## src/sv/uitf_pkg.sv

```systemverilog
// uitf_pkg: shared constants, state encoding and controller/datapath bundles
// for the uart idle timeout framer; no dependencies
package uitf_pkg;

  // frame buffer size and derived widths
  localparam int MAX_FRAME = 64;
  localparam int CNT_W     = $clog2(MAX_FRAME + 1);
  localparam int ADDR_W    = (MAX_FRAME > 1) ? $clog2(MAX_FRAME) : 1;

  // fixed field widths
  localparam int BYTE_W    = 8;
  localparam int LEN_W     = 7;
  localparam int IDLE_W    = 16;
  localparam int APB_DW    = 32;
  localparam int PADDR_W   = 3;

  // register map (word index) and defaults
  localparam logic       REG_IDLE_TIMEOUT = 1'b0;
  localparam logic [IDLE_W-1:0] IDLE_TIMEOUT_RST = IDLE_W'(10);
  localparam logic [IDLE_W-1:0] IDLE_MAX = '1;

  // input op codes
  localparam logic OP_BYTE = 1'b0;
  localparam logic OP_TICK = 1'b1;

  typedef enum logic [1:0] {
    ST_IDLE,
    ST_READ,
    ST_SEND
  } state_t;

  // controller to datapath
  typedef struct packed {
    logic byte_en;  // byte beat accepted
    logic tick_en;  // tick beat accepted
    logic read_en;  // read buffer entry at the readout index
    logic step;     // current beat taken, advance readout index
    logic close;    // final beat taken, clear the frame
  } ctrl_cmd_t;

  // datapath to controller
  typedef struct packed {
    logic close_pending;  // a tick now would close the frame
    logic last;           // readout index is on the final byte
  } dp_status_t;

endpackage

```

## src/sv/uitf_if.sv

```systemverilog
// uitf_in_if / uitf_out_if: valid/ready channel bundles for input items and
// frame beats; depends on uitf_pkg
interface uitf_in_if;
  import uitf_pkg::*;

  logic              valid;
  logic              ready;
  logic              op;
  logic [BYTE_W-1:0] rx_byte;

  modport source (output valid, op, rx_byte, input ready);
  modport sink   (input valid, op, rx_byte, output ready);
endinterface

interface uitf_out_if;
  import uitf_pkg::*;

  logic              valid;
  logic              ready;
  logic [BYTE_W-1:0] frame_byte;
  logic [LEN_W-1:0]  frame_length;
  logic              frame_last;

  modport source (output valid, frame_byte, frame_length, frame_last, input ready);
  modport sink   (input valid, frame_byte, frame_length, frame_last, output ready);
endinterface

```

## src/sv/uitf_ram.sv

```systemverilog
// uitf_ram: generic single write port, single read port ram with registered
// read data; no dependencies
module uitf_ram #(
  parameter int WIDTH = 8,
  parameter int DEPTH = 64
) (
  input  logic                                      clk,
  input  logic                                      we,
  input  logic [((DEPTH > 1) ? $clog2(DEPTH) : 1)-1:0] waddr,
  input  logic [WIDTH-1:0]                          wdata,
  input  logic                                      re,
  input  logic [((DEPTH > 1) ? $clog2(DEPTH) : 1)-1:0] raddr,
  output logic [WIDTH-1:0]                          rdata
);

  logic [WIDTH-1:0] mem [DEPTH];

  // write port
  always_ff @(posedge clk) begin
    if (we) begin
      mem[waddr] <= wdata;
    end
  end

  // registered read, holds when not enabled
  always_ff @(posedge clk) begin
    if (re) begin
      rdata <= mem[raddr];
    end
  end

endmodule

```

## src/sv/uitf_regs.sv

```systemverilog
// uitf_regs: apb-style configuration register for the idle timeout
// depends on uitf_pkg
module uitf_regs (
  input  logic                           clk,
  input  logic                           rst,
  input  logic                           psel,
  input  logic                           penable,
  input  logic                           pwrite,
  input  logic [uitf_pkg::PADDR_W-1:0]   paddr,
  input  logic [uitf_pkg::APB_DW-1:0]    pwdata,
  output logic [uitf_pkg::APB_DW-1:0]    prdata,
  output logic                           pready,
  output logic [uitf_pkg::IDLE_W-1:0]    idle_timeout
);
  import uitf_pkg::*;

  logic wr_en;
  logic sel_timeout;

  assign pready      = 1'b1;
  assign sel_timeout = (paddr[2] == REG_IDLE_TIMEOUT);
  assign wr_en       = psel & penable & pwrite;

  // timeout register
  always_ff @(posedge clk) begin
    if (rst) begin
      idle_timeout <= IDLE_TIMEOUT_RST;
    end else if (wr_en && sel_timeout) begin
      idle_timeout <= pwdata[IDLE_W-1:0];
    end
  end

  // read mux
  always_comb begin
    prdata = '0;
    if (sel_timeout) begin
      prdata = APB_DW'(idle_timeout);
    end
  end

endmodule

```

## src/sv/uitf_dp.sv

```systemverilog
// uitf_dp: frame datapath: byte count, idle counter, lock flag, readout index
// and the frame buffer ram; depends on uitf_pkg and uitf_ram
module uitf_dp (
  input  logic                          clk,
  input  logic                          rst,
  input  uitf_pkg::ctrl_cmd_t           cmd,
  output uitf_pkg::dp_status_t          status,
  input  logic [uitf_pkg::IDLE_W-1:0]   idle_timeout,
  input  logic [uitf_pkg::BYTE_W-1:0]   rx_byte,
  output logic [uitf_pkg::BYTE_W-1:0]   frame_byte,
  output logic [uitf_pkg::LEN_W-1:0]    frame_length,
  output logic                          frame_last
);
  import uitf_pkg::*;

  logic [CNT_W-1:0]  count;
  logic [CNT_W-1:0]  count_next;
  logic [IDLE_W-1:0] idle;
  logic [IDLE_W-1:0] idle_next;
  logic [IDLE_W-1:0] idle_inc;
  logic              locked;
  logic              locked_next;
  logic [ADDR_W-1:0] rd_idx;
  logic [ADDR_W-1:0] rd_idx_next;
  logic              pending_now;
  logic              full;
  logic              store_en;

  // frame state checks
  assign idle_inc    = (idle == IDLE_MAX) ? idle : idle + IDLE_W'(1);
  assign pending_now = (count != '0) && (idle > idle_timeout);
  assign full        = (count >= CNT_W'(MAX_FRAME));
  assign store_en    = cmd.byte_en && !locked && !pending_now && !full;

  assign status.close_pending = (count != '0) && (idle_inc > idle_timeout);
  assign status.last          = ((CNT_W'(rd_idx) + CNT_W'(1)) == count);

  // next state of count, idle, lock and readout index
  always_comb begin
    count_next  = count;
    idle_next   = idle;
    locked_next = locked;
    rd_idx_next = rd_idx;
    if (cmd.byte_en && !locked) begin
      if (pending_now || full) begin
        locked_next = 1'b1;
      end else begin
        count_next = count + CNT_W'(1);
        idle_next  = '0;
      end
    end
    if (cmd.tick_en) begin
      idle_next = idle_inc;
    end
    if (cmd.step) begin
      rd_idx_next = rd_idx + ADDR_W'(1);
    end
    if (cmd.close) begin
      count_next  = '0;
      locked_next = 1'b0;
      rd_idx_next = '0;
    end
  end

  always_ff @(posedge clk) begin
    if (rst) begin
      count  <= '0;
      idle   <= '0;
      locked <= 1'b0;
      rd_idx <= '0;
    end else begin
      count  <= count_next;
      idle   <= idle_next;
      locked <= locked_next;
      rd_idx <= rd_idx_next;
    end
  end

  // last marker follows the entry being read
  always_ff @(posedge clk) begin
    if (cmd.read_en) begin
      frame_last <= status.last;
    end
  end

  // frame buffer
  uitf_ram #(
    .WIDTH (BYTE_W),
    .DEPTH (MAX_FRAME)
  ) u_buf (
    .clk   (clk),
    .we    (store_en),
    .waddr (count[ADDR_W-1:0]),
    .wdata (rx_byte),
    .re    (cmd.read_en),
    .raddr (rd_idx),
    .rdata (frame_byte)
  );

  assign frame_length = LEN_W'(count);

  // count never passes the buffer size
  a_count_range: assert property (@(posedge clk) disable iff (rst)
    count <= CNT_W'(MAX_FRAME))
    else $error("byte count above buffer size");

  // a closed frame leaves the buffer empty and unlocked
  a_close_clears: assert property (@(posedge clk) disable iff (rst)
    cmd.close |=> (count == '0) && !locked)
    else $error("frame not cleared after close");

  // a stored byte restarts the idle counter
  a_store_idle: assert property (@(posedge clk) disable iff (rst)
    store_en |=> (idle == '0) && (count == $past(count) + CNT_W'(1)))
    else $error("byte store did not update count and idle");

endmodule

```

## src/sv/uitf_ctrl.sv

```systemverilog
// uitf_ctrl: handshake and readout sequencer for the framer
// depends on uitf_pkg
module uitf_ctrl (
  input  logic                  clk,
  input  logic                  rst,
  input  logic                  in_valid,
  input  logic                  in_op,
  output logic                  in_ready,
  output logic                  out_valid,
  input  logic                  out_ready,
  input  uitf_pkg::dp_status_t  status,
  output uitf_pkg::ctrl_cmd_t   cmd
);
  import uitf_pkg::*;

  state_t state;
  state_t state_next;
  logic   in_take;
  logic   out_take;

  assign in_take  = in_valid && in_ready;
  assign out_take = out_valid && out_ready;

  always_ff @(posedge clk) begin
    if (rst) begin
      state <= ST_IDLE;
    end else begin
      state <= state_next;
    end
  end

  // next state
  always_comb begin
    state_next = state;
    case (state)
      ST_IDLE: begin
        if (in_take && (in_op == OP_TICK) && status.close_pending) begin
          state_next = ST_READ;
        end
      end
      ST_READ: begin
        state_next = ST_SEND;
      end
      ST_SEND: begin
        if (out_take) begin
          state_next = status.last ? ST_IDLE : ST_READ;
        end
      end
      default: begin
        state_next = ST_IDLE;
      end
    endcase
  end

  // outputs
  always_comb begin
    in_ready    = 1'b0;
    out_valid   = 1'b0;
    cmd         = '0;
    case (state)
      ST_IDLE: begin
        in_ready    = 1'b1;
        cmd.byte_en = in_valid && (in_op == OP_BYTE);
        cmd.tick_en = in_valid && (in_op == OP_TICK);
      end
      ST_READ: begin
        cmd.read_en = 1'b1;
      end
      ST_SEND: begin
        out_valid = 1'b1;
        cmd.step  = out_ready && !status.last;
        cmd.close = out_ready && status.last;
      end
      default: begin
        in_ready = 1'b0;
      end
    endcase
  end

  // input and output sides are never open together
  a_one_side: assert property (@(posedge clk) disable iff (rst)
    !(in_ready && out_valid))
    else $error("input and output open together");

  // every buffer read is followed by a beat offer
  a_read_send: assert property (@(posedge clk) disable iff (rst)
    cmd.read_en |=> out_valid)
    else $error("buffer read not followed by a beat");

  // readout begins only from a tick that closes a frame
  a_start: assert property (@(posedge clk) disable iff (rst)
    (state == ST_IDLE) && (state_next == ST_READ) |-> cmd.tick_en && status.close_pending)
    else $error("readout started without a closing tick");

endmodule

```

## src/sv/uitf_top.sv

```systemverilog
// uart_idle_timeout_framer_top: top level of the uart idle timeout framer
// depends on uitf_pkg, uitf_if, uitf_regs, uitf_ctrl, uitf_dp, uitf_ram
//
// The framer takes byte beats and tick beats on in_ch and emits completed
// frames on out_ch, one beat per byte with the frame length on every beat and
// frame_last on the final one. A byte beat or a tick beat that closes no
// frame is taken in the same cycle it is offered, and the next beat can follow
// at once. A tick that closes a frame of N bytes starts a readout of the
// 64 x 8 frame buffer ram, one entry at a time: each byte is first read from
// the ram and then offered as a beat, and in_ch is held not ready until the
// last beat is taken.
// idle_timeout sits at byte address 0 of the apb-style port, reset value 10.
module uart_idle_timeout_framer_top (
  input  logic                          clk,
  input  logic                          rst,
  input  logic                          psel,
  input  logic                          penable,
  input  logic                          pwrite,
  input  logic [uitf_pkg::PADDR_W-1:0]  paddr,
  input  logic [uitf_pkg::APB_DW-1:0]   pwdata,
  output logic [uitf_pkg::APB_DW-1:0]   prdata,
  output logic                          pready,
  uitf_in_if.sink                       in_ch,
  uitf_out_if.source                    out_ch
);
  import uitf_pkg::*;

  logic [IDLE_W-1:0] idle_timeout;
  ctrl_cmd_t         cmd;
  dp_status_t        status;

  // configuration register
  uitf_regs u_regs (
    .clk          (clk),
    .rst          (rst),
    .psel         (psel),
    .penable      (penable),
    .pwrite       (pwrite),
    .paddr        (paddr),
    .pwdata       (pwdata),
    .prdata       (prdata),
    .pready       (pready),
    .idle_timeout (idle_timeout)
  );

  // sequencer
  uitf_ctrl u_ctrl (
    .clk       (clk),
    .rst       (rst),
    .in_valid  (in_ch.valid),
    .in_op     (in_ch.op),
    .in_ready  (in_ch.ready),
    .out_valid (out_ch.valid),
    .out_ready (out_ch.ready),
    .status    (status),
    .cmd       (cmd)
  );

  // frame datapath
  uitf_dp u_dp (
    .clk          (clk),
    .rst          (rst),
    .cmd          (cmd),
    .status       (status),
    .idle_timeout (idle_timeout),
    .rx_byte      (in_ch.rx_byte),
    .frame_byte   (out_ch.frame_byte),
    .frame_length (out_ch.frame_length),
    .frame_last   (out_ch.frame_last)
  );

endmodule
```

## src/flat_wrapper.sv

```systemverilog
// flat-port wrapper written by rule: the top's interface ports become plain ports
module uart_idle_timeout_framer_top_flat import uitf_pkg::*;
  (clk, rst, psel, penable, pwrite, paddr, pwdata, prdata, pready, in_ch_valid, in_ch_op, in_ch_rx_byte, in_ch_ready, out_ch_valid, out_ch_frame_byte, out_ch_frame_length, out_ch_frame_last, out_ch_ready);
  uitf_in_if in_ch_i ();
  uitf_out_if out_ch_i ();
  input  logic clk;
  input  logic rst;
  input  logic psel;
  input  logic penable;
  input  logic pwrite;
  input  logic [uitf_pkg::PADDR_W-1:0] paddr;
  input  logic [uitf_pkg::APB_DW-1:0] pwdata;
  output logic [uitf_pkg::APB_DW-1:0] prdata;
  output logic pready;
  input wire logic [$bits(in_ch_i.valid)-1:0] in_ch_valid;
  input wire logic [$bits(in_ch_i.op)-1:0] in_ch_op;
  input wire logic [$bits(in_ch_i.rx_byte)-1:0] in_ch_rx_byte;
  output wire logic [$bits(in_ch_i.ready)-1:0] in_ch_ready;
  output wire logic [$bits(out_ch_i.valid)-1:0] out_ch_valid;
  output wire logic [$bits(out_ch_i.frame_byte)-1:0] out_ch_frame_byte;
  output wire logic [$bits(out_ch_i.frame_length)-1:0] out_ch_frame_length;
  output wire logic [$bits(out_ch_i.frame_last)-1:0] out_ch_frame_last;
  input wire logic [$bits(out_ch_i.ready)-1:0] out_ch_ready;
  assign in_ch_i.valid = in_ch_valid;
  assign in_ch_i.op = in_ch_op;
  assign in_ch_i.rx_byte = in_ch_rx_byte;
  assign in_ch_ready = in_ch_i.ready;
  assign out_ch_valid = out_ch_i.valid;
  assign out_ch_frame_byte = out_ch_i.frame_byte;
  assign out_ch_frame_length = out_ch_i.frame_length;
  assign out_ch_frame_last = out_ch_i.frame_last;
  assign out_ch_i.ready = out_ch_ready;
  uart_idle_timeout_framer_top u_core (.clk(clk), .rst(rst), .psel(psel), .penable(penable), .pwrite(pwrite), .paddr(paddr), .pwdata(pwdata), .prdata(prdata), .pready(pready), .in_ch(in_ch_i), .out_ch(out_ch_i));
endmodule
```

## config.mk

```make
export PLATFORM = sky130hd
export DESIGN_NAME = uart_idle_timeout_framer_top_flat
export DESIGN_NICKNAME = d
export VERILOG_FILES = /design/src/sv/uitf_pkg.sv /design/src/sv/uitf_if.sv /design/src/sv/uitf_ram.sv /design/src/sv/uitf_regs.sv /design/src/sv/uitf_dp.sv /design/src/sv/uitf_ctrl.sv /design/src/sv/uitf_top.sv /design/src/flat_wrapper.sv
export SDC_FILE = /design/constraint.sdc
export NUM_CORES = 1
export LEC_CHECK = 0
export BUFFER_PORTS_ARGS = -buffer_cell sky130_fd_sc_hd__buf_2
export CORE_UTILIZATION = 45
export DETAILED_ROUTE_END_ITERATION = 10
export GPL_TIMING_DRIVEN = 0
export PLACE_DENSITY_LB_ADDON = 0.1
export SLEW_MARGIN = 25
export SYNTH_ARGS = -nofsm -noshare
export SYNTH_HDL_FRONTEND = slang
export SYNTH_HIERARCHICAL = 1
export SYNTH_SLANG_ARGS = --single-unit
```

## constraint.sdc

```tcl
create_clock -name clk -period 6.7 [get_ports clk]
set_input_delay 1.005 -clock clk [delete_from_list [all_inputs] [get_ports clk]]
set_output_delay 1.005 -clock clk [all_outputs]
set_load 0.01 [all_outputs]
```

# --- After elaboration in Yosys (flattened, before gate mapping) ---
# Memories as Yosys holds them, arrays and structs flattened. A register that Yosys moved wholly into a read port is not among the register bits.
# Cells that the tools add are included.
totals:
  memories: 1
  regBits: 49
  in_bits: 51
  out_inout_bits: 51
  mem_bits_rw: 512
mem_list:
  columns: ["memory", "words", "width", "read_ports", "rd_ports_with_merged_regs", "wr", "line_no", "rtl"]
  rows:
  - ["u_core.u_dp.u_buf.mem", 64, 8, 1, 1, 1, "uitf_ram.sv:16", "logic [WIDTH-1:0] mem [DEPTH];"]
classes:
  reduce_logical: 27
  muxes: 16
  n_eq_ne: 7
  n_addsub: 4
  order_cmp: 3
  bitwise_logic: 5
ops:
  columns: ["op", "count"]
  rows:
  - ["16-bit 2-to-1 mux", 5]
  - ["16-bit > comparator", 2]
  - ["16-bit by 1-bit adder with 16-bit output (second input constant)", 1]
  - ["16-bit equality test (second input constant)", 1]
  - ["1-bit logical AND", 14]
  - ["2-bit 2-to-1 mux", 4]
  - ["2-bit AND reduction", 4]
  - ["6-bit by 1-bit adder with 7-bit output (second input constant)", 1]
  - ["7-bit by 1-bit adder with 7-bit output (second input constant)", 1]
  - ["7-bit equality test", 1]
  - ["7-bit >= comparator (second input constant)", 1]
  - ["7-bit nonzero test", 1]
  - ["6-bit by 1-bit adder with 6-bit output (second input constant)", 1]
  - ["1-bit 2-to-1 mux", 6]
  - ["2-bit case mux with 3 select lines", 1]
  - ["1-bit zero test", 4]
  - ["2-bit != test (second input constant)", 2]
  - ["1-bit inverter", 3]
  - ["1-bit bitwise AND", 2]
  - ["2-bit by 1-bit equality test with 1-bit output (second input constant)", 1]
  - ["2-bit equality test (second input constant)", 1]
  - ["2-bit zero test", 1]
  - ["2-bit by 1-bit != test with 1-bit output (second input constant)", 1]
  - ["2-bit nonzero test", 1]
  - ["other kinds (2)", 2]

# --- Logic depth before layout (Yosys ltp) ---
# Gate-level depths: netlist of run 1.
logic_depth:
  depth_word: 8
  depth_mapped: 16
  ltp_nobuf: 15

# --- Modules after synthesis ---
# Netlist of run 1, hierarchy kept.
modules_own_cells:
  columns: ["mod", "cells_per_inst", "n_inst", "area_each_um2", "seq_area_each_um2"]
  rows:
  - ["uitf_ram", 940, 1, 20246.9, 15615.0]
  - ["uitf_dp", 331, 1, 2663.8, 630.6]
  - ["uitf_regs", 106, 1, 977.2, 320.3]
  - ["uitf_ctrl", 15, 1, 145.1, 40.0]

# --- Worst setup path before layout of run 1 ---
# No wires, ideal clock.
synth_path:
  path_kind: "in2reg"
  start: "in in_ch_op"
  end: "mem u_core.u_dp.u_buf.mem[62][0], enable pin"
  stages: 6
  required_time_ps: 6330
  setup_ps: 370
  setup_slack_ps: 3527
  arrival_ps: 2803
  path_cell_list: "nor4b_1 > nand2b_1 > nor2_2 > nor2b_1 > nand3_1 > nor2_1"
synth_via:
  elab_chain_len: 8
synth_rtl:
  columns: ["element", "line_no", "rtl"]
  rows:
  - ["start, declared", "flat_wrapper.sv:16", "input wire logic [$bits(in_ch_i.op)-1:0] in_ch_op;"]
  - ["1-bit inverter", "uitf_ctrl.sv:63", "cmd.byte_en = in_valid && (in_op == OP_BYTE);"]
  - ["1-bit logical AND", "uitf_ctrl.sv:63", null]
  - ["2-bit 2-to-1 mux", "uitf_ctrl.sv:60", "case (state)"]
  - ["1-bit logical AND (3 in a row)", "uitf_dp.sv:33", "assign store_en = cmd.byte_en && !locked && !pending_now && !full;"]
  - ["via u_core.u_dp.store_en", "uitf_dp.sv:27", "logic store_en;"]
  - ["1-bit 2-to-1 mux", "uitf_ram.sv:20", "if (we) begin"]
  - ["1-bit 2-to-1 mux (implied by the code)", "uitf_ram.sv:21", "mem[waddr] <= wdata;"]
  - ["end, declared", "uitf_ram.sv:16", null]
# The timed path passes the listed nets, and every way through them passes these cells.

# --- Worst setup path after layout of run 1 ---
layout_path:
  start: "reg u_core/u_regs/idle_timeout[15] (netlist bit)"
  end: "mem u_core.u_dp.u_buf.mem[19][2], enable pin"
layout_via:
  elab_chain_len: 7
layout_rtl:
  columns: ["element", "line_no", "rtl"]
  rows:
  - ["start, declared", "uitf_regs.sv:13", "output logic [uitf_pkg::IDLE_W-1:0] idle_timeout"]
  - ["start signal, assigned", "uitf_regs.sv:29", "idle_timeout <= pwdata[IDLE_W-1:0];"]
  - ["16-bit > comparator", "uitf_dp.sv:31", "assign pending_now = (count != '0) && (idle > idle_timeout);"]
  - ["1-bit logical AND", "uitf_dp.sv:31", null]
  - ["1-bit zero test", "uitf_dp.sv:33", null]
  - ["1-bit logical AND (2 in a row)", "uitf_dp.sv:33", null]
  - ["via u_core.u_dp.store_en", "uitf_dp.sv:27", null]
  - ["1-bit 2-to-1 mux", "uitf_ram.sv:20", null]
  - ["1-bit 2-to-1 mux (implied by the code)", "uitf_ram.sv:21", null]
# The timed path passes the listed nets, and every way through them passes these cells.

==> results.yml, run 1 <==
power:
  p_per_area_nw_per_um2: 268
  max-vdd-ir-drop_uv: 196
  p_seq_frac: 0.531
  p_sw_frac: 0.204
  combinationalPowerShare: 0.022
  p_int_mw: 5.83
  p_leak_nw: 8.70
  p_switching_mw: 1.50
  p_clk_frac: 0.448
floorplan:
  die_x_um: 233
  initial_core_util: 0.456
  die_height_um: 233
  placementRows: 84
  core_area_um2: 52700
  ios: 102
  die_area_um2: 54300
global_route:
  grt_usage: 0.229
  grt_pass1_vias: 13100
  grt_pass1_wl_um: 88600
  grt-ovfl-total: 0
  grt_max_degree: 65
  grt_antenna_before_repair: 0
cells_and_area:
  syn_to_final_growth_pct: 13.5
  finalNetCount: 1622
  fin_area_um2: 27300
  diodes: 0
  final_cell_mix: "edfxtp_1 (521), mux4_2 (126), nor2_1 (102)"
  final_common_cell: "edfxtp_1"
  drive_gt1_frac: 0.234
setup_path:
  cp-end-kind: "flop"
  cp_top_family: "simple AND/OR/NAND/NOR gates"
  crit_fanout: 14
  slowest_delay_ns: 1.05
  critPathSlowestCell: "nor2_1"
  path_buf_inv: 2
  crit_type: "reg2reg"
  crit_path_start_kind: "flop"
  path_cells: "inv_1 -> ha_1 -> nand4_1 -> nor4_1 -> o21ai_1 -> o31a_1 -> buf_4 -> nor2_2 -> nand3_1 -> nor2_1"
  critPathRequiredTime_ns: 6.93
  worst-endpoint-arrival_ns: 5.18
clocking:
  postCtsHoldBufs: 0
  clk_transition_reported_paths_ns: 0.06
  ctsResizeCount: 0
  cts_setup_buffers: 0
  clock_path_buffers: 3
  ctsHtreeMaxLevel: 2
  cts_buffers: 59
  tritoncts: "yes"
  cts.sinks: 569
  clkLatencyLatePin_ns: 0.62
  clock-root-buffer: "clkbuf_16"
place:
  place_area_um2: 25300
  io_buffer_count: 66
  place_hpwl_um: 39900
  gp_congestion: 0.846
route:
  vias: 13300
  ant_nets: 0
  via_per_inst: 5.83
  drcViolationCount: 0
  wire_per_inst_um: 26.8
  drt-total-wl_um: 60900
  first_iter_violations: 1361
  firstDrtPassIters: 5
yosys:
  synth_edf_count: 521
  synth-seq-cells: 569
  syn_inst: 1392
  synth_fa_ha_area_frac: 0.0187
  synth_xor_xnor_area_share: 0.00875
  ys_async_sr_fraction: 0
  synthMuxAreaShare: 0.143
  yosys_warnings: 6
  synth_compound_area_frac: 0.0397
  ys.flop_type: "edfxtp_1"
  synth_area_per_cell_um2: 17.3
  seq_area_frac_synth: 0.691
  synth_top_family_by_area: "multiplexers"
  synth-simple-area-share: 0.0711
  synthDistinctLibCells: 73
  synth_area_um2: 24000
sta:
  holdWs_ns: 0.484
  setup_tns_ns: 0
  skew_ns: 0.0199
  relSlewSlack: 0.305
  fmax_mhz: 202
  period_share: 0.739
  max_slew.worst_pin.slew_ns: 1.04
  slew_viol_final: 0
  hold_violations: 0
  finalSetupViolations: 0
  rsz0062_at_grt: "no"
  min_period_ns: 4.95
worst_hold_path:
  min_path_type: "reg2reg"
status:
  outcome: "complete, no violations"
flow_run:
  maxCapViolations: 0
==> flip-flops by register name (all words and copies together), names as in the netlist <==
name                        count
u_core/u_dp/u_buf/mem         512
u_core/u_dp/locked              1
u_core/u_dp/u_buf/rdata         8
u_core/u_dp/frame_last          1
u_core/u_dp/rd_idx              6
u_core/u_dp/frame_length        7
u_core/u_ctrl/state             2
u_core/u_regs/idle_timeout     16
u_core/u_dp/idle               16
==> routing by layer <==
metal | part of all wire | GRT usage | vias up | wire [µm]
li1 | - | - | 5803 | -
met1 | 0.43 | 0.324 | 6974 | 26500
met2 | 0.48 | 0.369 | 411 | 29400
met3 | 0.062 | 0.0344 | 65 | 3760
met4 | 0.021 | 0.0654 | 0 | 1290
met5 | 0 | 0 | - | 0
==> stage by stage <==
step | utilization | cells | power [mW] | setup WS, ns
after floorplan | - | 1407 | 4.03 | 3.53
after global placement | 0.480 | 2161 | 4.12 | 2.10
after detailed placement | 0.481 | 2162 | 4.12 | 1.99
after CTS | 0.518 | 2272 | 7.40 | 1.94
after global routing | 0.518 | 2272 | 7.54 | 1.73
final | 0.518 | 2272 | 7.33 | 1.75
==> cells by family (layout without fill, tap and decap cells) <==
family                   Yosys count  in the layout
flip-flops                       569            569
AO/OA/AOI/OAI                    132            132
adder cells (fa/ha/maj)           36             36
XOR/XNOR                          24             24
other                              2             17
buffers and inverters            118            295
AND/OR/NAND/NOR                  328            328
multiplexers                     183            183
==> cells in the mapped netlist, drive strengths merged (4+ instances only) <==
cell type | count | share of area
and2 | 4 | 0.0011
o2bb2ai | 6 | 0.0022
o41ai | 7 | 0.0026
xnor2 | 16 | 0.0058
edfxtp | 521 | 0.65
dfxtp | 48 | 0.040
xor2 | 8 | 0.0029
clkbuf | 28 | 0.0044
a21o | 5 | 0.0016
nand3b | 5 | 0.0016
mux2 | 14 | 0.0066
o21ai | 21 | 0.0048
and2b | 6 | 0.0022
nand3 | 33 | 0.0069
nand2 | 43 | 0.0067
o2111ai | 5 | 0.0018
nor4 | 5 | 0.0013
or3 | 7 | 0.0020
nor2b | 30 | 0.0082
ha | 36 | 0.019
a31oi | 9 | 0.0023
o21a | 4 | 0.0012
o22ai | 8 | 0.0021
and3 | 7 | 0.0019
nor2 | 105 | 0.017
a21oi | 19 | 0.0040
nor3 | 12 | 0.0025
o311ai | 4 | 0.0015
nand4 | 15 | 0.0039
mux2i | 43 | 0.018
o221ai | 9 | 0.0033
nand2b | 38 | 0.0099
a211oi | 8 | 0.0025
a221oi | 6 | 0.0022
mux4 | 126 | 0.12
buf | 60 | 0.019
inv | 30 | 0.0047
==> path summary, 6_finish.rpt <==
check                            startpoint                           end  slack [ns]  depth (start not counted)
max          u_core/u_regs/idle_timeout[15]  u_core/u_dp/u_buf/mem[19][2]        1.75                         10
min                     u_core/u_dp/idle[6]           u_core/u_dp/idle[6]        0.48                          2
max reg2reg  u_core/u_regs/idle_timeout[15]  u_core/u_dp/u_buf/mem[19][2]        1.75                         10
min reg2reg             u_core/u_dp/idle[6]           u_core/u_dp/idle[6]        0.48                          2
==> worst min-delay path, stage by stage, from the launching register on <==
cell,delay (ns)
dfxtp_1,0.34
inv_1,0.06
o2bb2ai_1,0.05
==> final cells by class <==
cell class / instances / area [µm²]
timing repair buffer: 67 / 375
tap: 688 / 861
clock inverter: 44 / 420
fill: 4305 / 25400
clock buffer: 66 / 1520
buffer: 88 / 559
sequential: 569 / 16600
inverter: 30 / 113
multi-input combinational: 720 / 6830
==> power by group through the flow <==
stage	logic, mW	clock network (mW)	registers [mW]
2_1_floorplan	0.0666	0	3.96
3_3_place_gp	0.152	0	3.96
3_5_place_dp	0.160	0	3.96
4_1_cts	0.161	3.35	3.89
5_1_grt	0.174	3.48	3.89
6_report	0.158	3.28	3.89
Note: power is estimated with default switching activity, not from simulation.
==> run 2: changes to the inputs <==
Clock period 6.7 ns to 4.3 ns, I/O delays scaled along.
==> results.yml, run 2 (synthesized netlist as in run 1, its figures left out) <==
status:
  outcome: "finished with violations"
  violations: "negative setup slack"
floorplan:
  die_area_um2: 54300
  ios: 102
  die_height_um: 233
  core_area_um2: 52700
  initial_core_util: 0.456
  placementRows: 84
  die_x_um: 233
cells_and_area:
  syn_to_final_growth_pct: 14.7
  largest_reg_flops: 512
  n_fill_cell: 4272
  multi_input_area_um2: 7070
  diodes: 0
  final_common_cell: "edfxtp_1"
  ff_latch_area_um2: 16600
  finalNetCount: 1625
  largest_register: "u_core/u_dp/u_buf/mem"
  fin_area_um2: 27600
  top_regs: "u_core/u_dp/u_buf/mem: 512 flops, u_core/u_dp/idle: 16 flops, u_core/u_regs/idle_timeout: 16 flops"
  drive_gt1_frac: 0.271
  final_cell_mix: "edfxtp_1 (521), mux4_2 (126), buf_2 (74)"
setup_path:
  worst_r2r_path_depth: 10
  slowest_delay_ns: 0.82
  path_buf_inv: 2
  rrSetupSlack_ns: -0.18
  crit_path_start_kind: "flop"
  r2r_end: "u_core/u_dp/u_buf/mem[43][2]"
  cp-end-kind: "flop"
  crit_type: "reg2reg"
  worst-endpoint-arrival_ns: 4.72
  r2r_start: "u_core/u_regs/idle_timeout[15]"
  critPathSlowestCell: "nor2_2"
  critPathRequiredTime_ns: 4.54
  cp_top_family: "simple AND/OR/NAND/NOR gates"
  path_cells: "inv_1 -> ha_1 -> nand4_1 -> nor4_1 -> o21ai_1 -> o31a_1 -> buf_4 -> nor2_4 -> nand3_1 -> nor2_2"
  crit_fanout: 14
global_route:
  grt_usage: 0.230
  grt_antenna_before_repair: 1
  grt_max_degree: 65
  grt-ovfl-total: 0
  grt_pass1_vias: 13100
  grt_pass1_wl_um: 88800
flow_run:
  maxCapViolations: 0
route:
  ant_nets: 0
  vias: 13200
  drt-total-wl_um: 60900
  first_iter_violations: 1284
  drcViolationCount: 0
  firstDrtPassIters: 7
  via_per_inst: 5.81
  wire_per_inst_um: 26.8
clocking:
  postCtsHoldBufs: 0
  ctsHtreeMaxLevel: 2
  clkLatencyLatePin_ns: 0.63
  clock-root-buffer: "clkbuf_16"
  clk_transition_reported_paths_ns: 0.07
  clock_path_buffers: 3
  cts_buffers: 59
  cts.sinks: 569
  tritoncts: "yes"
power:
  p_per_area_nw_per_um2: 414
  p_switching_mw: 2.33
  max-vdd-ir-drop_uv: 305
  combinationalPowerShare: 0.022
  p_seq_frac: 0.530
  p_sw_frac: 0.204
  finalPower_mw: 11.4
  p_int_mw: 9.08
  p_leak_nw: 8.71
  p_clk_frac: 0.448
sta:
  finalWorstSetupSlack_ns: -0.181
  hold_violations: 0
  finalSetupViolations: 248
  period_share: 1.04
  slew_viol_final: 0
  relSlewSlack: 0.325
  max_slew.worst_pin.slew_ns: 1.01
  fmax_mhz: 223
  skew_ns: 0.0238
  min_period_ns: 4.48
  holdWs_ns: 0.274
  rsz0062_at_grt: "yes"
place:
  place_area_um2: 25300
  gp_congestion: 0.846
  place_hpwl_um: 39900
  io_buffer_count: 66
  dp_slack_ns: -0.413
worst_hold_path:
  hp-start: "pwdata[6]"
  min_to: "u_core/u_regs/idle_timeout[6]"
  min_path_type: "in2reg"
  hold_depth: 3
==> run 2: cell count changes in the layout (fill, tap and decap cells not counted) <==
| cell | change |
|---|---|
| nor2_1 | -54 |
| nor2_2 | +33 |
| nor2_4 | +21 |
| buf_4 | +3 |
| nand2_1 | -1 |
| nand2_2 | +1 |
| nand3_1 | -1 |
| nand3_2 | +1 |
==> run 2: metrics by stage <==
stage	instances	setup TNS, ns	util
floorplan	1407	0	-
global placement	2161	-73.11	0.480
detailed placement	2162	-123.14	0.481
CTS	2272	-5.61	0.521
global route	2275	-48.49	0.523
finish	2275	-25.33	0.523
==> run 2: what timing repair did <==
| action | CTS | global route |
|---|---|---|
| cloned | 0 | 0 |
| setup buffers | 0 | 3 |
| gates resized for setup | 60 | 19 |
| setup endpoints to repair | 448 | 448 |
==> run 2: tightest hold or removal path: cells and delay by family <==
family	cells	cell delay, ns
buf+inv	1	0.10
mux	1	0.06
simple gates	1	0.05
==> run 2: power by group through the flow <==
stage / sequential (mW) / clock, mW / combinational (mW)
after floorplan: 6.17 / 0 / 0.104
after global placement: 6.18 / 0 / 0.237
after detailed placement: 6.17 / 0 / 0.249
after CTS: 6.06 / 5.23 / 0.253
after global routing: 6.05 / 5.42 / 0.275
final: 6.06 / 5.11 / 0.251
==> run 2: how the worst max path moves through the flow <==
stage | startpoint | endpoint | slack, ns | cells after the start
after floorplan | u_core/u_regs/idle_timeout[11] | u_core/u_dp/u_buf/mem[62][0] | 1.13 | 11
after global placement | u_core/u_regs/idle_timeout[15] | u_core/u_dp/u_buf/mem[41][2] | -0.30 | 10
after detailed placement | u_core/u_regs/idle_timeout[15] | u_core/u_dp/u_buf/mem[59][0] | -0.41 | 10
after CTS | u_core/u_regs/idle_timeout[15] | u_core/u_dp/u_buf/mem[30][0] | -0.07 | 11
after global routing | u_core/u_regs/idle_timeout[15] | u_core/u_dp/u_buf/mem[60][5] | -0.27 | 11
final | u_core/u_regs/idle_timeout[15] | u_core/u_dp/u_buf/mem[43][2] | -0.18 | 10
==> run 2: per-layer routing <==
layer | global-route usage | routed length, µm | up-vias
li1 | - | - | 5815
met2 | 0.369 | 29300 | 378
met3 | 0.0361 | 3740 | 77
met5 | 0 | 0 | -
met1 | 0.324 | 26500 | 6945
met4 | 0.0664 | 1390 | 0
==> run 2: area by class of cell <==
cell class | instances | area share
Multi-Input combinational cell | 720 | 0.257
Sequential cell | 569 | 0.603
Clock buffer | 66 | 0.0553
Timing Repair Buffer | 70 | 0.0144
Tap cell | 688 | 0.0312
Clock inverter | 44 | 0.0153
Buffer | 88 | 0.0203
Inverter | 30 | 0.00409
